[src/csvt_pkg.sv]
// Package for the CSV cell tokenizer: result item types, kind codes and sizing constants.
// Depends on nothing; every other file of the block imports it.

package csvt_pkg;

   // Characters that steer the tokenizer.
   localparam logic [7:0] CH_QUOTE = 8'h22;
   localparam logic [7:0] CH_COMMA = 8'h2C;
   localparam logic [7:0] CH_CR    = 8'h0D;
   localparam logic [7:0] CH_LF    = 8'h0A;

   // One input byte causes at most this many result items.
   localparam int MAX_RES   = 3;
   localparam int RES_CNT_W = $clog2(MAX_RES + 1);
   localparam int RES_IDX_W = $clog2(MAX_RES);

   // Default depth of the result queue.
   localparam int RSPQ_DEPTH = 4;

   typedef enum logic [1:0] {
      KIND_DATA      = 2'd0,
      KIND_CELL      = 2'd1,
      KIND_CELL_LINE = 2'd2,
      KIND_LINE      = 2'd3
   } kind_type;

   typedef struct packed {
      kind_type   kind;
      logic [7:0] data;
      logic       last;
   } item_type;

   // Everything one accepted byte produces, handed from the tokenizer to the queue.
   typedef struct packed {
      logic [RES_CNT_W-1:0]         count;
      item_type [MAX_RES-1:0]       items;
   } step_out_type;

endpackage

[src/csvt_step.sv]
// Tokenizer state machine: holds the parse state and line flag and, for one byte,
// works out the result items it causes. Depends on csvt_pkg.

module csvt_step (
   input  logic                  clock,
   input  logic                  reset,
   input  logic                  in_fire,
   input  logic [7:0]            in_byte,
   input  logic                  in_end,
   output csvt_pkg::step_out_type step_out
);
   import csvt_pkg::*;

   typedef enum logic [2:0] {
      ST_START   = 3'd0,
      ST_UNQ     = 3'd1,
      ST_UNQ_CR  = 3'd2,
      ST_QUO     = 3'd3,
      ST_QUO_Q   = 3'd4,
      ST_QUO_QCR = 3'd5
   } parse_state_type;

   parse_state_type state_ff, state_in;
   logic            line_open_ff, line_open_in;

   always_comb begin
      logic [RES_CNT_W-1:0]   n;
      item_type [MAX_RES-1:0] items;
      logic                   unq_path;
      logic                   quo_path;

      n            = '0;
      items        = '0;
      unq_path     = 1'b0;
      quo_path     = 1'b0;
      state_in     = state_ff;
      line_open_in = line_open_ff;

      case (state_ff)
         ST_UNQ: begin
            unq_path = 1'b1;
         end
         ST_UNQ_CR: begin
            if (in_byte == CH_LF) begin
               items[n[RES_IDX_W-1:0]].kind = KIND_CELL_LINE;
               n = n + 1'b1;
               line_open_in = 1'b0;
               state_in = ST_START;
            end else begin
               // The held CR was not the start of a line break, so it is content.
               items[n[RES_IDX_W-1:0]].kind = KIND_DATA;
               items[n[RES_IDX_W-1:0]].data = CH_CR;
               n = n + 1'b1;
               unq_path = 1'b1;
            end
         end
         ST_QUO: begin
            quo_path = 1'b1;
         end
         ST_QUO_Q: begin
            if (in_byte == CH_COMMA) begin
               items[n[RES_IDX_W-1:0]].kind = KIND_CELL;
               n = n + 1'b1;
               line_open_in = 1'b1;
               state_in = ST_START;
            end else if (in_byte == CH_CR) begin
               state_in = ST_QUO_QCR;
            end else begin
               items[n[RES_IDX_W-1:0]].kind = KIND_DATA;
               items[n[RES_IDX_W-1:0]].data = in_byte;
               n = n + 1'b1;
               state_in = ST_QUO;
            end
         end
         ST_QUO_QCR: begin
            if (in_byte == CH_LF) begin
               items[n[RES_IDX_W-1:0]].kind = KIND_CELL_LINE;
               n = n + 1'b1;
               line_open_in = 1'b0;
               state_in = ST_START;
            end else begin
               items[n[RES_IDX_W-1:0]].kind = KIND_DATA;
               items[n[RES_IDX_W-1:0]].data = CH_CR;
               n = n + 1'b1;
               quo_path = 1'b1;
            end
         end
         default: begin
            if (in_byte == CH_QUOTE) begin
               state_in = ST_QUO;
            end else begin
               unq_path = 1'b1;
            end
         end
      endcase

      if (unq_path) begin
         if (in_byte == CH_COMMA) begin
            items[n[RES_IDX_W-1:0]].kind = KIND_CELL;
            n = n + 1'b1;
            line_open_in = 1'b1;
            state_in = ST_START;
         end else if (in_byte == CH_CR) begin
            state_in = ST_UNQ_CR;
         end else begin
            items[n[RES_IDX_W-1:0]].kind = KIND_DATA;
            items[n[RES_IDX_W-1:0]].data = in_byte;
            n = n + 1'b1;
            state_in = ST_UNQ;
         end
      end

      if (quo_path) begin
         if (in_byte == CH_QUOTE) begin
            state_in = ST_QUO_Q;
         end else begin
            items[n[RES_IDX_W-1:0]].kind = KIND_DATA;
            items[n[RES_IDX_W-1:0]].data = in_byte;
            n = n + 1'b1;
            state_in = ST_QUO;
         end
      end

      // At the end of the file any held CR becomes content and the open cell and line close.
      if (in_end) begin
         case (state_in)
            ST_UNQ_CR, ST_QUO_QCR: begin
               items[n[RES_IDX_W-1:0]].kind = KIND_DATA;
               items[n[RES_IDX_W-1:0]].data = CH_CR;
               n = n + 1'b1;
               items[n[RES_IDX_W-1:0]].kind = KIND_CELL_LINE;
               n = n + 1'b1;
            end
            ST_UNQ, ST_QUO, ST_QUO_Q: begin
               items[n[RES_IDX_W-1:0]].kind = KIND_CELL_LINE;
               n = n + 1'b1;
            end
            default: begin
               if (line_open_in) begin
                  items[n[RES_IDX_W-1:0]].kind = KIND_LINE;
                  n = n + 1'b1;
               end
            end
         endcase
         state_in     = ST_START;
         line_open_in = 1'b0;
      end

      if (n != '0) begin
         items[RES_IDX_W'(n - 1'b1)].last = 1'b1;
      end

      step_out.count = n;
      step_out.items = items;
   end

   always_ff @(posedge clock) begin
      if (reset) begin
         state_ff     <= ST_START;
         line_open_ff <= 1'b0;
      end else if (in_fire) begin
         state_ff     <= state_in;
         line_open_ff <= line_open_in;
      end
   end

endmodule

[src/csvt_rspq.sv]
// Result queue: takes up to three result items in a cycle and hands out one per cycle while pop is asserted.
// Depends on csvt_pkg.

module csvt_rspq #(
   parameter int DEPTH = csvt_pkg::RSPQ_DEPTH
) (
   input  logic                         clock,
   input  logic                         reset,
   input  logic                         push_en,
   input  csvt_pkg::step_out_type       push,
   input  logic                         pop,
   output csvt_pkg::item_type           head,
   output logic                         head_valid,
   output logic                         has_room,
   output logic [$clog2(DEPTH+1)-1:0]   level
);
   import csvt_pkg::*;

   localparam int PTR_W = $clog2(DEPTH);
   localparam int CNT_W = $clog2(DEPTH + 1);

   item_type             slots_ff [DEPTH];
   logic [PTR_W-1:0]     wr_ptr_ff, wr_ptr_in;
   logic [PTR_W-1:0]     rd_ptr_ff, rd_ptr_in;
   logic [CNT_W-1:0]     count_ff, count_in;
   logic [PTR_W-1:0]     wr_idx [MAX_RES];
   logic [RES_CNT_W-1:0] push_n;
   logic                 pop_fire;

   assign push_n   = push_en ? push.count : '0;
   assign pop_fire = pop && (count_ff != '0);

   // Slot addresses wrap with one compare and subtract, since the offset stays below DEPTH.
   always_comb begin
      logic [PTR_W:0] sum;
      for (int i = 0; i < MAX_RES; i++) begin
         sum = {1'b0, wr_ptr_ff} + (PTR_W+1)'(i);
         if (sum >= (PTR_W+1)'(DEPTH)) begin
            sum = sum - (PTR_W+1)'(DEPTH);
         end
         wr_idx[i] = sum[PTR_W-1:0];
      end
      sum = {1'b0, wr_ptr_ff} + (PTR_W+1)'(push_n);
      if (sum >= (PTR_W+1)'(DEPTH)) begin
         sum = sum - (PTR_W+1)'(DEPTH);
      end
      wr_ptr_in = sum[PTR_W-1:0];
      if (!pop_fire) begin
         rd_ptr_in = rd_ptr_ff;
      end else if (rd_ptr_ff == PTR_W'(DEPTH - 1)) begin
         rd_ptr_in = '0;
      end else begin
         rd_ptr_in = rd_ptr_ff + 1'b1;
      end
      count_in = count_ff + CNT_W'(push_n) - CNT_W'(pop_fire);
   end

   always_ff @(posedge clock) begin
      if (reset) begin
         wr_ptr_ff <= '0;
         rd_ptr_ff <= '0;
         count_ff  <= '0;
      end else begin
         wr_ptr_ff <= wr_ptr_in;
         rd_ptr_ff <= rd_ptr_in;
         count_ff  <= count_in;
      end
   end

   always_ff @(posedge clock) begin
      for (int i = 0; i < MAX_RES; i++) begin
         if (RES_CNT_W'(i) < push_n) begin
            slots_ff[wr_idx[i]] <= push.items[i];
         end
      end
   end

   assign head       = slots_ff[rd_ptr_ff];
   assign head_valid = (count_ff != '0);
   assign has_room   = (count_ff <= CNT_W'(DEPTH - MAX_RES));
   assign level      = count_ff;

endmodule

[src/csv_cell_tokenizer.sv]
// CSV cell tokenizer: one byte of text in per transfer, content bytes and cell/line marks out.
// Results of a byte are written into the result queue at its transfer and offered on rsp_ in order, behind any held.
// Throughput: one byte per cycle while the result queue has room for three more items;
// a byte with two or three results takes that many transfers on the output side.
// Reset is synchronous and active high; it returns the tokenizer to cell start and empties the queue.
// Depends on csvt_pkg, csvt_step and csvt_rspq.

module csv_cell_tokenizer #(
   parameter int RSP_DEPTH = csvt_pkg::RSPQ_DEPTH
) (
   input  logic       clock,
   input  logic       reset,
   input  logic       req_valid,
   output logic       req_ready,
   input  logic [7:0] req_in_byte,
   input  logic       req_end_of_input,
   output logic       rsp_valid,
   input  logic       rsp_ready,
   output logic [1:0] rsp_kind,
   output logic [7:0] rsp_data_byte,
   output logic       rsp_last_of_run
);
   import csvt_pkg::*;

   step_out_type                   step_out;
   item_type                       head;
   logic                           req_fire;
   logic                           q_room;
   logic [$clog2(RSP_DEPTH+1)-1:0] q_level;

   // A byte is taken whenever the queue could absorb the worst case of three results,
   // so the input side never waits on the output handshake within the same cycle.
   assign req_ready = q_room;
   assign req_fire  = req_valid && req_ready;

   // The tokenizer works on the byte straight from the input port; its state advances
   // only on a transfer, and all results of the byte land in the queue at the same edge.
   csvt_step u_step (
      .clock    (clock),
      .reset    (reset),
      .in_fire  (req_fire),
      .in_byte  (req_in_byte),
      .in_end   (req_end_of_input),
      .step_out (step_out)
   );

   // The queue registers the results and separates the two handshakes.
   csvt_rspq #(
      .DEPTH (RSP_DEPTH)
   ) u_rspq (
      .clock      (clock),
      .reset      (reset),
      .push_en    (req_fire),
      .push       (step_out),
      .pop        (rsp_ready),
      .head       (head),
      .head_valid (rsp_valid),
      .has_room   (q_room),
      .level      (q_level)
   );

   assign rsp_kind        = head.kind;
   assign rsp_data_byte   = head.data;
   assign rsp_last_of_run = head.last;

   // Marks carry no content byte.
   a_mark_no_data: assert property (@(posedge clock) disable iff (reset)
      (rsp_valid && (rsp_kind != KIND_DATA)) |-> (rsp_data_byte == 8'd0))
      else $error("cell or line mark carries a non-zero data byte");

   // A transfer that produced results leaves something to offer in the next cycle.
   a_push_shows: assert property (@(posedge clock) disable iff (reset)
      (req_fire && (step_out.count != '0)) |=> rsp_valid)
      else $error("results of an accepted byte were not offered");

   // The queue never holds more items than it has slots.
   a_no_overflow: assert property (@(posedge clock) disable iff (reset)
      q_level <= ($clog2(RSP_DEPTH+1))'(RSP_DEPTH))
      else $error("result queue overflow");

endmodule
[config.mk]
export PLATFORM = sky130hd
export DESIGN_NAME = csv_cell_tokenizer
export DESIGN_NICKNAME = d
export VERILOG_FILES = /design/src/csvt_pkg.sv /design/src/csvt_step.sv /design/src/csvt_rspq.sv /design/src/csv_cell_tokenizer.sv
export SDC_FILE = /design/constraint.sdc
export NUM_CORES = 1
export LEC_CHECK = 0
export ABC_AREA = 1
export BUFFER_PORTS_ARGS = -buffer_cell sky130_fd_sc_hd__buf_2
export CAP_MARGIN = 20
export CORE_MARGIN = 5
export CORE_UTILIZATION = 35
export CTS_CLUSTER_DIAMETER = 100
export DETAILED_ROUTE_END_ITERATION = 10
export PLACE_DENSITY = 0.63
export REMOVE_ABC_BUFFERS = 1
export SLEW_MARGIN = 20
export SYNTH_ARGS = -nofsm -noshare
export SYNTH_HDL_FRONTEND = slang
export SYNTH_HIERARCHICAL = 1
export SYNTH_SLANG_ARGS = --single-unit
[constraint.sdc]
create_clock -name clock -period 5.4 [get_ports clock]
set_clock_uncertainty 0.15 [all_clocks]
set_input_delay 1.35 -clock clock [delete_from_list [all_inputs] [get_ports clock]]
set_output_delay 1.35 -clock clock [all_outputs]
set_load 0.1 [all_outputs]
==> metrics.txt, run 1 <==
# TYPE chip_impl_metric gauge
chip_impl_metric{name="syn_inst",unit=""} 702
chip_impl_info{name="crit-reg2reg-launch",value="u_step/state_ff[2]$_SDFFE_PP0P_"} 1
chip_impl_metric{name="post-cts-setup-buffers",unit=""} 0
chip_impl_metric{name="yosys_register_bits",unit=""} 57
chip_impl_metric{name="antenna_found_initial",unit=""} 0
chip_impl_metric{name="worst-r2r-cell-count",unit=""} 27
chip_impl_metric{name="finalNonFillerCells",unit=""} 944
chip_impl_metric{name="setup_viol",unit=""} 0
chip_impl_metric{name="setup.reg_to_reg.worst_slack",unit="ns"} 0.98
chip_impl_metric{name="wirelength",unit="µm"} 12980
chip_impl_metric{name="std_cell_rows",unit=""} 42
chip_impl_metric{name="cp_data_arrival_time",unit="ns"} 5.20
chip_impl_metric{name="drc",unit=""} 0
chip_impl_metric{name="mappedNetlistArea",unit="µm²"} 4664
chip_impl_metric{name="power_density_over_the_cells",unit="nW/µm²"} 374.7
chip_impl_metric{name="slowest_delay",unit="ns"} 0.37
chip_impl_info{name="worst_setup_path_endpoint",value="u_rspq/level[2]$_SDFF_PP0_"} 1
chip_impl_info{name="netlist_top_cells_area",value="sky130_fd_sc_hd__edfxtp_1, sky130_fd_sc_hd__nand2_1, sky130_fd_sc_hd__nand3_1"} 1
chip_impl_metric{name="floorplan.die.height",unit="µm"} 125.4
chip_impl_metric{name="nets",unit=""} 792
chip_impl_info{name="cts_tree",value="yes"} 1
chip_impl_metric{name="critical_path_cell_count",unit=""} 30
chip_impl_info{name="critPathSlowestCell",value="sky130_fd_sc_hd__fa_2"} 1
chip_impl_metric{name="max-cap-violations",unit=""} 0
chip_impl_metric{name="drtPass1Iterations",unit=""} 5
chip_impl_metric{name="fmax",unit="MHz"} 195.2
chip_impl_metric{name="final_period_minus_worst_setup_slack",unit="ns"} 5.122
chip_impl_metric{name="stdcell_area",unit="µm²"} 5644
chip_impl_metric{name="synth_largest_type_area_fraction",unit=""} 0.2833
chip_impl_metric{name="maximum_number_of_pins_on_one_net_before_global_route_repair",unit=""} 34
chip_impl_metric{name="cts_htree_levels",unit=""} 3
chip_impl_info{name="yosys-top-cells-count",value="sky130_fd_sc_hd__nand2_1, sky130_fd_sc_hd__nand3_1, sky130_fd_sc_hd__inv_1"} 1
chip_impl_metric{name="maximum_clock_path_buffer_count",unit=""} 2
chip_impl_metric{name="cts_inserted_buffers",unit=""} 9
chip_impl_metric{name="post-route-period-util",unit=""} 0.9486
chip_impl_metric{name="dpl.hpwl",unit="µm"} 9960
chip_impl_info{name="path_category_of_the_worst_min_delay_check",value="flip-flop to flip-flop"} 1
chip_impl_info{name="worstSetupStartpointType",value="input port"} 1
chip_impl_metric{name="post-place-cells",unit=""} 928
chip_impl_metric{name="power_switching",unit="mW"} 0.9921
chip_impl_metric{name="power.switching_fraction",unit=""} 0.4692
chip_impl_info{name="worst_setup_path_end_kind",value="flip-flop"} 1
chip_impl_metric{name="cts.clk_slew.worst_paths",unit="ns"} 0.05
chip_impl_metric{name="detailroute.via_count",unit=""} 4661
chip_impl_info{name="worstSetupStartpoint",value="req_in_byte[6]"} 1
chip_impl_info{name="status",value="completed"} 1
chip_impl_metric{name="grt.total_usage",unit=""} 0.1726
chip_impl_metric{name="wl_per_cell",unit="µm"} 13.75
chip_impl_info{name="r2r_end",value="u_rspq/level[2]$_SDFF_PP0_"} 1
chip_impl_metric{name="place.port_buffers",unit=""} 25
chip_impl_metric{name="layout-drive-gt1-share",unit=""} 0.2227
chip_impl_metric{name="critPathRequiredTime",unit="ns"} 5.48
chip_impl_metric{name="synth-edff-count",unit=""} 44
chip_impl_info{name="synth.largest_area_cell",value="sky130_fd_sc_hd__edfxtp_1"} 1
chip_impl_info{name="criticalPathCategory",value="input port to flip-flop"} 1
chip_impl_metric{name="ys_async_sr_fraction",unit=""} 0
chip_impl_metric{name="area_delta_synth_final",unit="%"} 21.00
chip_impl_metric{name="p_seq_frac",unit=""} 0.282
chip_impl_metric{name="ys.warnings.count",unit=""} 6
chip_impl_metric{name="power.share.combinational",unit=""} 0.458
chip_impl_metric{name="initial_core_util",unit=""} 0.3550
chip_impl_metric{name="finalCoreUtilization",unit=""} 0.4296
chip_impl_metric{name="avgSynthCellArea",unit="µm²"} 6.645
chip_impl_metric{name="die_area",unit="µm²"} 15740
chip_impl_metric{name="die_x",unit="µm"} 125.4
chip_impl_metric{name="worst-slew-pin-transition",unit="ns"} 0.6608
chip_impl_metric{name="grt_first_pass_wirelength",unit="µm"} 22270
chip_impl_metric{name="p_leak",unit="nW"} 2.673
chip_impl_metric{name="yosysSeqAreaShare",unit=""} 0.3391
chip_impl_metric{name="grt-ovfl-total",unit=""} 0
chip_impl_metric{name="first_global_vias",unit=""} 4468
chip_impl_metric{name="boundaryPins",unit=""} 26
chip_impl_metric{name="hold_viol",unit=""} 0
chip_impl_metric{name="routabilityCongestion",unit=""} 0.8930
chip_impl_metric{name="dpl-instance-area",unit="µm²"} 5324
chip_impl_metric{name="drt_iter0_drc",unit=""} 361
chip_impl_metric{name="worst_ir_drop_vdd",unit="mV"} 0.1275
chip_impl_metric{name="slew_headroom",unit=""} 0.5590
chip_impl_metric{name="critical_path.max_fanout",unit=""} 3
chip_impl_metric{name="total_power",unit="mW"} 2.115
chip_impl_metric{name="fp.coreArea",unit="µm²"} 13140
chip_impl_metric{name="cts_num_sinks",unit=""} 57
chip_impl_metric{name="synth_cell_types",unit=""} 33
chip_impl_info{name="yosysMostFrequentCell",value="sky130_fd_sc_hd__nand2_1"} 1
chip_impl_metric{name="critical_path_buf_inv_count",unit=""} 6
chip_impl_info{name="commonest_register_cell_after_synthesis",value="sky130_fd_sc_hd__edfxtp_1"} 1
chip_impl_info{name="critical-path-top-cell-by-count",value="sky130_fd_sc_hd__nand2_2"} 1
chip_impl_metric{name="power_frac_clock",unit=""} 0.260
chip_impl_metric{name="worst_skew_pair_latency",unit="ns"} 0.33
chip_impl_metric{name="slew_violations",unit=""} 0
chip_impl_metric{name="power.internal",unit="mW"} 1.122
chip_impl_metric{name="vias_per_cell",unit=""} 4.938
chip_impl_info{name="cpLargestDelayFamily",value="simple AND/OR/NAND/NOR gates"} 1
chip_impl_info{name="cts-root-buf",value="sky130_fd_sc_hd__clkbuf_16"} 1
chip_impl_metric{name="detail-route-antenna-nets",unit=""} 0
chip_impl_metric{name="whs",unit="ns"} 0.3284
chip_impl_metric{name="count_of_antenna_diodes_in_the_layout",unit=""} 0
chip_impl_metric{name="cts.hold.buffers_added",unit=""} 0
[power by group through the flow]
| stage | Sequential (mW) | Combinational [mW] | Clock (mW) |
|---|---|---|---|
| 2_1_floorplan | 0.602 | 0.739 | 0 |
| 3_3_place_gp | 0.603 | 0.966 | 0 |
| 3_5_place_dp | 0.605 | 0.970 | 0 |
| 4_1_cts | 0.597 | 0.973 | 0.561 |
| 5_1_grt | 0.603 | 1.05 | 0.581 |
| 6_report | 0.596 | 0.968 | 0.551 |
[worst register-to-register path, cell delays in order, from the launching register on]
cell,delay [ns]
sky130_fd_sc_hd__dfxtp_1,0.38
sky130_fd_sc_hd__nand2_2,0.12
sky130_fd_sc_hd__nor2_2,0.25
sky130_fd_sc_hd__nand2_2,0.10
sky130_fd_sc_hd__nand2_2,0.07
sky130_fd_sc_hd__ha_1,0.21
sky130_fd_sc_hd__or2_2,0.29
sky130_fd_sc_hd__nand2_1,0.08
sky130_fd_sc_hd__nand2_2,0.06
sky130_fd_sc_hd__nand2_2,0.07
sky130_fd_sc_hd__inv_1,0.04
sky130_fd_sc_hd__ha_1,0.27
sky130_fd_sc_hd__or2_1,0.23
sky130_fd_sc_hd__nand2_2,0.07
sky130_fd_sc_hd__inv_1,0.07
sky130_fd_sc_hd__ha_4,0.21
sky130_fd_sc_hd__inv_1,0.05
sky130_fd_sc_hd__nand3_1,0.07
sky130_fd_sc_hd__nand2_1,0.10
sky130_fd_sc_hd__nand3_2,0.08
sky130_fd_sc_hd__nand3_2,0.10
sky130_fd_sc_hd__nand2_2,0.06
sky130_fd_sc_hd__ha_1,0.27
sky130_fd_sc_hd__inv_1,0.05
sky130_fd_sc_hd__fa_2,0.37
sky130_fd_sc_hd__or2_2,0.31
sky130_fd_sc_hd__a21oi_1,0.12
sky130_fd_sc_hd__nor2_1,0.05
[timing repair]
item                                    CTS  global route
endpoints found under the hold margin     0             0
endpoints found under the setup margin    0             1
resized for setup                         0             7
[state kept, by name, indices dropped and copies added (netlist names), named ones only]
| name | cells |
|---|---|
| u_rspq/level | 3 |
| u_rspq/rd_ptr_ff | 2 |
| u_rspq/slots_ff | 44 |
| u_rspq/wr_ptr_ff | 2 |
| u_step/line_open_ff | 1 |
| u_step/state_ff | 3 |
[per-layer routing]
layer	share of wire	up-vias	wire [µm]	global-route usage
met4	0.024	0	310	0.06824
met2	0.47	124	6073	0.2791
met1	0.45	2127	5850	0.2271
met3	0.058	19	749	0.03412
li1	-	2391	-	-
met5	0	-	0	0
[metrics by stage]
stage	setup TNS, ns	setup slack (ns)
floorplan	-7.132	-0.2246
global placement	-0.1595	-0.1595
detailed placement	-0.5064	-0.2545
CTS	0	0.1083
global route	-0.02686	-0.02686
finish	0	0.2775
[cells in the final DEF (no fill, tap or decap), types with 13 or more instances in the layout]
cell type | netlist | final
sky130_fd_sc_hd__buf_2 | 15 | 24
sky130_fd_sc_hd__buf_4 | 5 | 47
sky130_fd_sc_hd__dfxtp_1 | 13 | 13
sky130_fd_sc_hd__edfxtp_1 | 44 | 44
sky130_fd_sc_hd__ha_1 | 15 | 14
sky130_fd_sc_hd__inv_1 | 67 | 67
sky130_fd_sc_hd__inv_2 | 23 | 23
sky130_fd_sc_hd__nand2_1 | 218 | 217
sky130_fd_sc_hd__nand2_2 | 26 | 27
sky130_fd_sc_hd__nand3_1 | 113 | 112
sky130_fd_sc_hd__nor2_1 | 58 | 57
sky130_fd_sc_hd__o21ai_0 | 37 | 37
sky130_fd_sc_hd__o22ai_1 | 13 | 13
[how the worst min path moves through the flow]
stage | cells past startpoint | start | end | slack (ns)
finish | 2 | u_step/line_open_ff$_SDFFE_PP0P_ | u_step/line_open_ff$_SDFFE_PP0P_ | 0.33
global route | 2 | u_step/line_open_ff$_SDFFE_PP0P_ | u_step/line_open_ff$_SDFFE_PP0P_ | 0.34
CTS | 2 | u_step/line_open_ff$_SDFFE_PP0P_ | u_step/line_open_ff$_SDFFE_PP0P_ | 0.33
detailed placement | 2 | u_step/line_open_ff$_SDFFE_PP0P_ | u_step/line_open_ff$_SDFFE_PP0P_ | 0.32
global placement | 2 | u_step/line_open_ff$_SDFFE_PP0P_ | u_step/line_open_ff$_SDFFE_PP0P_ | 0.30
floorplan | 2 | u_step/line_open_ff$_SDFFE_PP0P_ | u_step/line_open_ff$_SDFFE_PP0P_ | 0.29
[cell families (layout without fill, tap and decap cells)]
group,count (synthesis),after routing,synth area share
adders and majority gates,16,16,0.04453
DFF,57,57,0.3391
and+or+nand+nor,442,442,0.4305
buffers and inverters,117,183,0.1022
AOI/OAI and AO/OA,70,70,0.08370
[cell type report]
| class | instances | area, µm² |
|---|---|---|
| Clock buffer | 10 | 229.0 |
| Clock inverter | 6 | 58.81 |
| Fill cell | 1371 | 7493 |
| Inverter | 90 | 337.8 |
| Multi-Input combinational cell | 528 | 2636 |
| Sequential cell | 57 | 1582 |
| Tap cell | 176 | 220.2 |
| Timing Repair Buffer | 77 | 580.6 |
Note: power is estimated with default switching activity, not from simulation.
==> run 2, diff against run 1 <==
--- a/config.mk
+++ b/config.mk
@@ -6,13 +6,13 @@
 export NUM_CORES = 1
 export LEC_CHECK = 0
 export ABC_AREA = 1
-export BUFFER_PORTS_ARGS = -buffer_cell sky130_fd_sc_hd__buf_2
 export CAP_MARGIN = 20
 export CORE_MARGIN = 5
 export CORE_UTILIZATION = 35
 export CTS_CLUSTER_DIAMETER = 100
 export DETAILED_ROUTE_END_ITERATION = 10
-export PLACE_DENSITY = 0.63
+export DONT_BUFFER_PORTS = 1
+export PLACE_DENSITY = 0.62
 export REMOVE_ABC_BUFFERS = 1
 export SLEW_MARGIN = 20
 export SYNTH_ARGS = -nofsm -noshare
==> run 2 against run 1 <==
  * Clock-buffer cell count fell by 1
  * Global-route usage rose by 0.087 points
  * Sequential power rose by 2%
  * Register-to-register slack got worse by 0.06 ns
  * Routed wire length barely moved
  * Via count fell by 5.1%
==> metrics.txt, run 2 (synthesis results as in run 1) <==
# TYPE chip_impl_metric gauge
chip_impl_metric{name="number_of_flip_flops_in_the_largest_register",unit=""} 44
chip_impl_metric{name="grt.total_usage",unit=""} 0.1735
chip_impl_metric{name="hold_viol",unit=""} 0
chip_impl_metric{name="die_x",unit="µm"} 125.4
chip_impl_metric{name="cts_num_sinks",unit=""} 57
chip_impl_metric{name="maximum_number_of_pins_on_one_net_before_global_route_repair",unit=""} 25
chip_impl_metric{name="finalSetupTns",unit="ns"} 0
chip_impl_metric{name="maximum_clock_path_buffer_count",unit=""} 2
chip_impl_info{name="critPathSlowestCell",value="sky130_fd_sc_hd__fa_1"} 1
chip_impl_metric{name="post_cts.resized_instances",unit=""} 0
chip_impl_info{name="layout_common_cells",value="sky130_fd_sc_hd__nand2_1, sky130_fd_sc_hd__nand3_1, sky130_fd_sc_hd__inv_1"} 1
chip_impl_metric{name="boundaryPins",unit=""} 26
chip_impl_metric{name="placement.setup.worst_slack",unit="ns"} -0.1356
chip_impl_metric{name="first_global_vias",unit=""} 4286
chip_impl_metric{name="initial_core_util",unit=""} 0.3550
chip_impl_metric{name="max-cap-violations",unit=""} 0
chip_impl_metric{name="cp_data_arrival_time",unit="ns"} 5.15
chip_impl_info{name="worstSetupStartpointType",value="input port"} 1
chip_impl_metric{name="power_density_over_the_cells",unit="nW/µm²"} 393.6
chip_impl_metric{name="post-place-cells",unit=""} 881
chip_impl_metric{name="critical_path_buf_inv_count",unit=""} 4
chip_impl_metric{name="grt_first_pass_wirelength",unit="µm"} 22100
chip_impl_info{name="critical-path-top-cell-by-count",value="sky130_fd_sc_hd__nand2_2"} 1
chip_impl_info{name="cts_tree",value="yes"} 1
chip_impl_metric{name="vias_per_cell",unit=""} 4.931
chip_impl_metric{name="setup_viol",unit=""} 0
chip_impl_metric{name="slew_headroom",unit=""} 0.2574
chip_impl_info{name="cts-root-buf",value="sky130_fd_sc_hd__clkbuf_16"} 1
chip_impl_metric{name="drc",unit=""} 0
chip_impl_metric{name="routabilityCongestion",unit=""} 0.9014
chip_impl_info{name="status",value="completed"} 1
chip_impl_metric{name="cts_htree_levels",unit=""} 3
chip_impl_metric{name="post-route-period-util",unit=""} 0.9405
chip_impl_info{name="layout.cells.most_common",value="sky130_fd_sc_hd__nand2_1"} 1
chip_impl_metric{name="nets",unit=""} 745
chip_impl_metric{name="final_period_minus_worst_setup_slack",unit="ns"} 5.079
chip_impl_metric{name="slowest_delay",unit="ns"} 0.42
chip_impl_metric{name="cts.clk_slew.worst_paths",unit="ns"} 0.06
chip_impl_metric{name="critical_path.max_fanout",unit=""} 4
chip_impl_metric{name="count_of_antenna_diodes_in_the_layout",unit=""} 0
chip_impl_metric{name="slew_violations",unit=""} 0
chip_impl_metric{name="drtPass1Iterations",unit=""} 5
chip_impl_metric{name="dpl.hpwl",unit="µm"} 9710
chip_impl_metric{name="floorplan.die.height",unit="µm"} 125.4
chip_impl_metric{name="wirelength",unit="µm"} 12990
chip_impl_info{name="path_category_of_the_worst_min_delay_check",value="flip-flop to flip-flop"} 1
chip_impl_metric{name="post-cts-setup-buffers",unit=""} 0
chip_impl_metric{name="std_cell_rows",unit=""} 42
chip_impl_info{name="crit-reg2reg-launch",value="u_step/state_ff[2]$_SDFFE_PP0P_"} 1
chip_impl_metric{name="wl_per_cell",unit="µm"} 14.48
chip_impl_metric{name="critPathRequiredTime",unit="ns"} 5.47
chip_impl_info{name="worst_setup_path_end_kind",value="flip-flop"} 1
chip_impl_metric{name="drt_iter0_drc",unit=""} 255
chip_impl_metric{name="place.port_buffers",unit=""} 0
chip_impl_info{name="min_from",value="u_step/line_open_ff$_SDFFE_PP0P_"} 1
chip_impl_metric{name="die_area",unit="µm²"} 15740
chip_impl_metric{name="setup_ws",unit="ns"} 0.3211
chip_impl_metric{name="grt-ovfl-total",unit=""} 0
chip_impl_metric{name="fmax",unit="MHz"} 196.9
chip_impl_metric{name="p_leak",unit="nW"} 2.519
chip_impl_metric{name="worst_ir_drop_vdd",unit="mV"} 0.1891
chip_impl_metric{name="total_power",unit="mW"} 2.137
chip_impl_info{name="cpLargestDelayFamily",value="simple AND/OR/NAND/NOR gates"} 1
chip_impl_metric{name="area_delta_synth_final",unit="%"} 16.42
chip_impl_metric{name="layout-drive-gt1-share",unit=""} 0.1859
chip_impl_metric{name="finalNonFillerCells",unit=""} 897
chip_impl_metric{name="detail-route-antenna-nets",unit=""} 0
chip_impl_info{name="rsz0062_at_grt",value="false"} 1
chip_impl_metric{name="setup.reg_to_reg.worst_slack",unit="ns"} 0.92
chip_impl_metric{name="cts.hold.buffers_added",unit=""} 0
chip_impl_metric{name="fp.coreArea",unit="µm²"} 13140
chip_impl_info{name="criticalPathCategory",value="input port to flip-flop"} 1
chip_impl_info{name="worstSetupStartpoint",value="req_in_byte[7]"} 1
chip_impl_metric{name="cts_inserted_buffers",unit=""} 9
chip_impl_metric{name="worst_skew_pair_latency",unit="ns"} 0.33
chip_impl_metric{name="antenna_found_initial",unit=""} 0
chip_impl_metric{name="detailroute.via_count",unit=""} 4423
chip_impl_metric{name="worst-slew-pin-transition",unit="ns"} 1.117
## run 2: cell count changes in the layout (fill, tap and decap cells not counted), sizes merged
cell and change:
clkinvlp -1, clkbuf -2, bufinv +1, clkinv +1, buf -46
## run 2: layout make-up
| cell class | instances | area, µm² |
|---|---|---|
| fill | 1392 | 7707 |
| multi-input combinational | 528 | 2693 |
| sequential | 57 | 1582 |
| inverter | 90 | 337.8 |
| timing repair buffer | 30 | 287.8 |
| clock buffer | 9 | 225.2 |
| tap | 176 | 220.2 |
| clock inverter | 7 | 85.08 |
## run 2: metal layers
layer | vias up | GRT usage | share of wire
li1 | 2304 | - | -
met1 | 1958 | 0.2235 | 0.45
met2 | 144 | 0.2857 | 0.47
met3 | 17 | 0.04009 | 0.066
met4 | 0 | 0.06059 | 0.019
met5 | - | 0 | 0
## run 2: worst min-delay path: stages, from the launching register on
cell	delay, ns
sky130_fd_sc_hd__dfxtp_1	0.31
sky130_fd_sc_hd__nand2_1	0.06
sky130_fd_sc_hd__a21oi_1	0.06
## run 2: worst paths after layout
check             depth (start not counted)                               end
setup / recovery                         27        u_rspq/level[2]$_SDFF_PP0_
hold / removal                            2  u_step/line_open_ff$_SDFFE_PP0P_
setup reg to reg                         26        u_rspq/level[2]$_SDFF_PP0_
hold reg to reg                           2  u_step/line_open_ff$_SDFFE_PP0P_
## run 2: through the flow
| stage | instance area, µm² | hold WS, ns | utilization |
|---|---|---|---|
| CTS | 5415 | 0.3238 | 0.4122 |
| global route | 5430 | 0.3544 | 0.4133 |
| detailed placement | 5105 | 0.3152 | 0.3886 |
| floorplan | 4526 | 0.2882 | - |
| global placement | 5105 | 0.3018 | 0.3886 |
| finish | 5430 | 0.3203 | 0.4133 |
## run 2: power by group
part / internal [mW] / switching [mW]
clock network: 0.398 / 0.198
registers: 0.559 / 0.0502
logic: 0.188 / 0.743
total: 1.15 / 0.992
==> run 3, diff against run 2 <==
--- a/config.mk
+++ b/config.mk
@@ -12,7 +12,7 @@
 export CTS_CLUSTER_DIAMETER = 100
 export DETAILED_ROUTE_END_ITERATION = 10
 export DONT_BUFFER_PORTS = 1
-export PLACE_DENSITY = 0.62
+export PLACE_DENSITY_LB_ADDON = 0.08
 export REMOVE_ABC_BUFFERS = 1
 export SLEW_MARGIN = 20
 export SYNTH_ARGS = -nofsm -noshare
==> run 3 against run 2 <==
  * Flip-flop and latch count unchanged
  * Clock power fell by 17%
  * Sequential power shrank 2%
  * Design area increased by 0.25%
  * Routed wire length increased by 12%
  * Via count grew 4.1%
  * Maximum frequency shrank 0.73%
  * Die area stayed put
  * Final cell count is 1.0% higher
  * First-iteration DRC count down 7.1%
  * Register-to-register slack worse by 0.03 ns
  * Worst setup slack worse by 0.037 ns
==> metrics.txt, run 3 (synthesis results as in run 1) <==
# TYPE chip_impl_metric gauge
chip_impl_info{name="status",value="completed"} 1
chip_impl_metric{name="grt_first_pass_wirelength",unit="µm"} 23990
chip_impl_metric{name="critical_path.max_fanout",unit=""} 4
chip_impl_metric{name="nets",unit=""} 754
chip_impl_info{name="path_category_of_the_worst_min_delay_check",value="flip-flop to flip-flop"} 1
chip_impl_metric{name="stdcell_area",unit="µm²"} 5444
chip_impl_info{name="cts_tree",value="yes"} 1
chip_impl_metric{name="fp.coreArea",unit="µm²"} 13140
chip_impl_info{name="cts-root-buf",value="sky130_fd_sc_hd__clkbuf_16"} 1
chip_impl_metric{name="drtPass1Iterations",unit=""} 5
chip_impl_info{name="critical-path-top-cell-by-count",value="sky130_fd_sc_hd__nand2_2"} 1
chip_impl_metric{name="wirelength",unit="µm"} 14520
chip_impl_metric{name="initial_core_util",unit=""} 0.3550
chip_impl_metric{name="whs",unit="ns"} 0.3099
chip_impl_info{name="criticalPathCategory",value="input port to flip-flop"} 1
chip_impl_metric{name="worst_skew_pair_latency",unit="ns"} 0.34
chip_impl_metric{name="power_density_over_the_cells",unit="nW/µm²"} 378.0
chip_impl_metric{name="maximum_clock_path_buffer_count",unit=""} 2
chip_impl_metric{name="routabilityCongestion",unit=""} 0.8749
chip_impl_metric{name="layout-drive-gt1-share",unit=""} 0.1932
chip_impl_metric{name="detail-route-antenna-nets",unit=""} 0
chip_impl_metric{name="die_x",unit="µm"} 125.4
chip_impl_metric{name="setup_viol",unit=""} 0
chip_impl_metric{name="detailroute.via_count",unit=""} 4603
chip_impl_metric{name="drc",unit=""} 0
chip_impl_metric{name="std_cell_rows",unit=""} 42
chip_impl_metric{name="vias_per_cell",unit=""} 5.081
chip_impl_info{name="critPathSlowestCell",value="sky130_fd_sc_hd__fa_1"} 1
chip_impl_metric{name="critPathRequiredTime",unit="ns"} 5.48
chip_impl_metric{name="die_area",unit="µm²"} 15740
chip_impl_metric{name="place.port_buffers",unit=""} 0
chip_impl_metric{name="fmax",unit="MHz"} 195.5
chip_impl_metric{name="cts.clk_slew.worst_paths",unit="ns"} 0.05
chip_impl_metric{name="finalSetupTns",unit="ns"} 0
chip_impl_metric{name="post-route-period-util",unit=""} 0.9474
chip_impl_metric{name="first_global_vias",unit=""} 4583
chip_impl_metric{name="cts_inserted_buffers",unit=""} 9
chip_impl_metric{name="area_delta_synth_final",unit="%"} 16.71
chip_impl_metric{name="wl_per_cell",unit="µm"} 16.03
chip_impl_metric{name="slowest_delay",unit="ns"} 0.43
chip_impl_info{name="crit-reg2reg-launch",value="u_step/state_ff[2]$_SDFFE_PP0P_"} 1
chip_impl_metric{name="floorplan.die.height",unit="µm"} 125.4
chip_impl_metric{name="dpl-instance-area",unit="µm²"} 5145
chip_impl_info{name="layout_common_cells",value="sky130_fd_sc_hd__nand2_1, sky130_fd_sc_hd__nand3_1, sky130_fd_sc_hd__inv_1"} 1
chip_impl_metric{name="cts_htree_levels",unit=""} 3
chip_impl_metric{name="cts.hold.buffers_added",unit=""} 0
chip_impl_metric{name="drt_iter0_drc",unit=""} 237
chip_impl_metric{name="worst-r2r-cell-count",unit=""} 27
chip_impl_metric{name="cts_num_sinks",unit=""} 57
chip_impl_metric{name="timing.hold.worst_path_depth",unit=""} 2
chip_impl_metric{name="p_leak",unit="nW"} 2.547
chip_impl_metric{name="setup.reg_to_reg.worst_slack",unit="ns"} 0.89
chip_impl_metric{name="count_of_antenna_diodes_in_the_layout",unit=""} 0
chip_impl_info{name="worst_setup_path_end_kind",value="flip-flop"} 1
chip_impl_metric{name="grt.total_usage",unit=""} 0.1914
chip_impl_metric{name="slew_headroom",unit=""} 0.2469
chip_impl_metric{name="worst_ir_drop_vdd",unit="mV"} 0.1704
chip_impl_metric{name="maximum_number_of_pins_on_one_net_before_global_route_repair",unit=""} 24
chip_impl_info{name="layout.cells.most_common",value="sky130_fd_sc_hd__nand2_1"} 1
chip_impl_info{name="r2r_end",value="u_rspq/level[2]$_SDFF_PP0_"} 1
chip_impl_info{name="min_from",value="u_step/line_open_ff$_SDFFE_PP0P_"} 1
chip_impl_metric{name="grt-ovfl-total",unit=""} 0
chip_impl_metric{name="antenna_found_initial",unit=""} 0
chip_impl_info{name="whs_endpoint",value="u_step/line_open_ff$_SDFFE_PP0P_"} 1
chip_impl_metric{name="boundaryPins",unit=""} 26
chip_impl_metric{name="slew_violations",unit=""} 0
chip_impl_metric{name="dpl.hpwl",unit="µm"} 11400
chip_impl_metric{name="worst-slew-pin-transition",unit="ns"} 1.132
chip_impl_metric{name="number_of_flip_flops_in_the_largest_register",unit=""} 44
chip_impl_metric{name="cp_data_arrival_time",unit="ns"} 5.20
chip_impl_info{name="worstSetupStartpointType",value="input port"} 1
chip_impl_metric{name="max-cap-violations",unit=""} 0
chip_impl_metric{name="hold_viol",unit=""} 0
chip_impl_metric{name="final_period_minus_worst_setup_slack",unit="ns"} 5.116
[run 3: changes by cell type in the layout (fill, tap and decap cells not counted), sizes merged]
cell / change
bufinv: -2
buf: +9
clkbuf: +3
clkinv: -1
[run 3: metrics by stage]
stage               utilization  setup slack (ns)  cells  total power, mW
finish                   0.4144            0.2838    906            2.058
floorplan                     -           -0.2246    675            1.341
global route             0.4144          -0.05046    906            2.170
detailed placement       0.3916           -0.1416    888            1.574
CTS                      0.4111            0.2123    904            2.073
global placement         0.3916          -0.06967    888            1.565
[run 3: report_power, final]
group          internal (mW)  leakage (nW)  switching [mW]
combinational          0.195          1.92           0.771
sequential             0.560         0.508          0.0394
clock                  0.305         0.122           0.187
[run 3: layer usage]
layer  global-route usage  up-vias  part of all wire
met3              0.03881       25             0.055
met5                    0        -                 0
met2               0.3184      117              0.48
met1               0.2452     2141              0.44
li1                     -     2320                 -
met4              0.07207        0             0.023
[run 3: area by class of cell]
| class | count | area [µm²] |
|---|---|---|
| fill | 1420 | 7694 |
| multi-input combinational | 528 | 2705 |
| sequential | 57 | 1582 |
| timing repair buffer | 39 | 342.8 |
| inverter | 90 | 337.8 |
| clock buffer | 12 | 236.5 |
| tap | 176 | 220.2 |
| clock inverter | 4 | 20.02 |
[run 3: worst max path at each step]
stage                   start                              end  slack (ns)  cells after the start
6_report       req_in_byte[4]       u_rspq/level[2]$_SDFF_PP0_        0.28                     29
5_1_grt        req_in_byte[4]       u_rspq/level[2]$_SDFF_PP0_       -0.05                     29
4_1_cts        req_in_byte[7]       u_rspq/level[2]$_SDFF_PP0_        0.21                     27
3_5_place_dp   req_in_byte[7]       u_rspq/level[2]$_SDFF_PP0_       -0.14                     29
3_3_place_gp   req_in_byte[7]       u_rspq/level[2]$_SDFF_PP0_       -0.07                     27
2_1_floorplan  req_in_byte[7]  u_rspq/slots_ff[0][0]$_DFFE_PP_       -0.22                     24
[run 3: critical path, delay by kind of cell]
family | cells | cell delay, ns
AOI/OAI and AO/OA | 1 | 0.13
and+or+nand+nor | 18 | 1.98
adders and majority gates | 5 | 1.51
buffers and inverters | 5 | 0.23
[run 3: repair_timing]
| action | CTS | global route |
|---|---|---|
| hold endpoints to repair | 0 | 0 |
| buffers inserted | 0 | 2 |
| resized for setup | 0 | 7 |
| endpoints found under the setup margin | 0 | 1 |
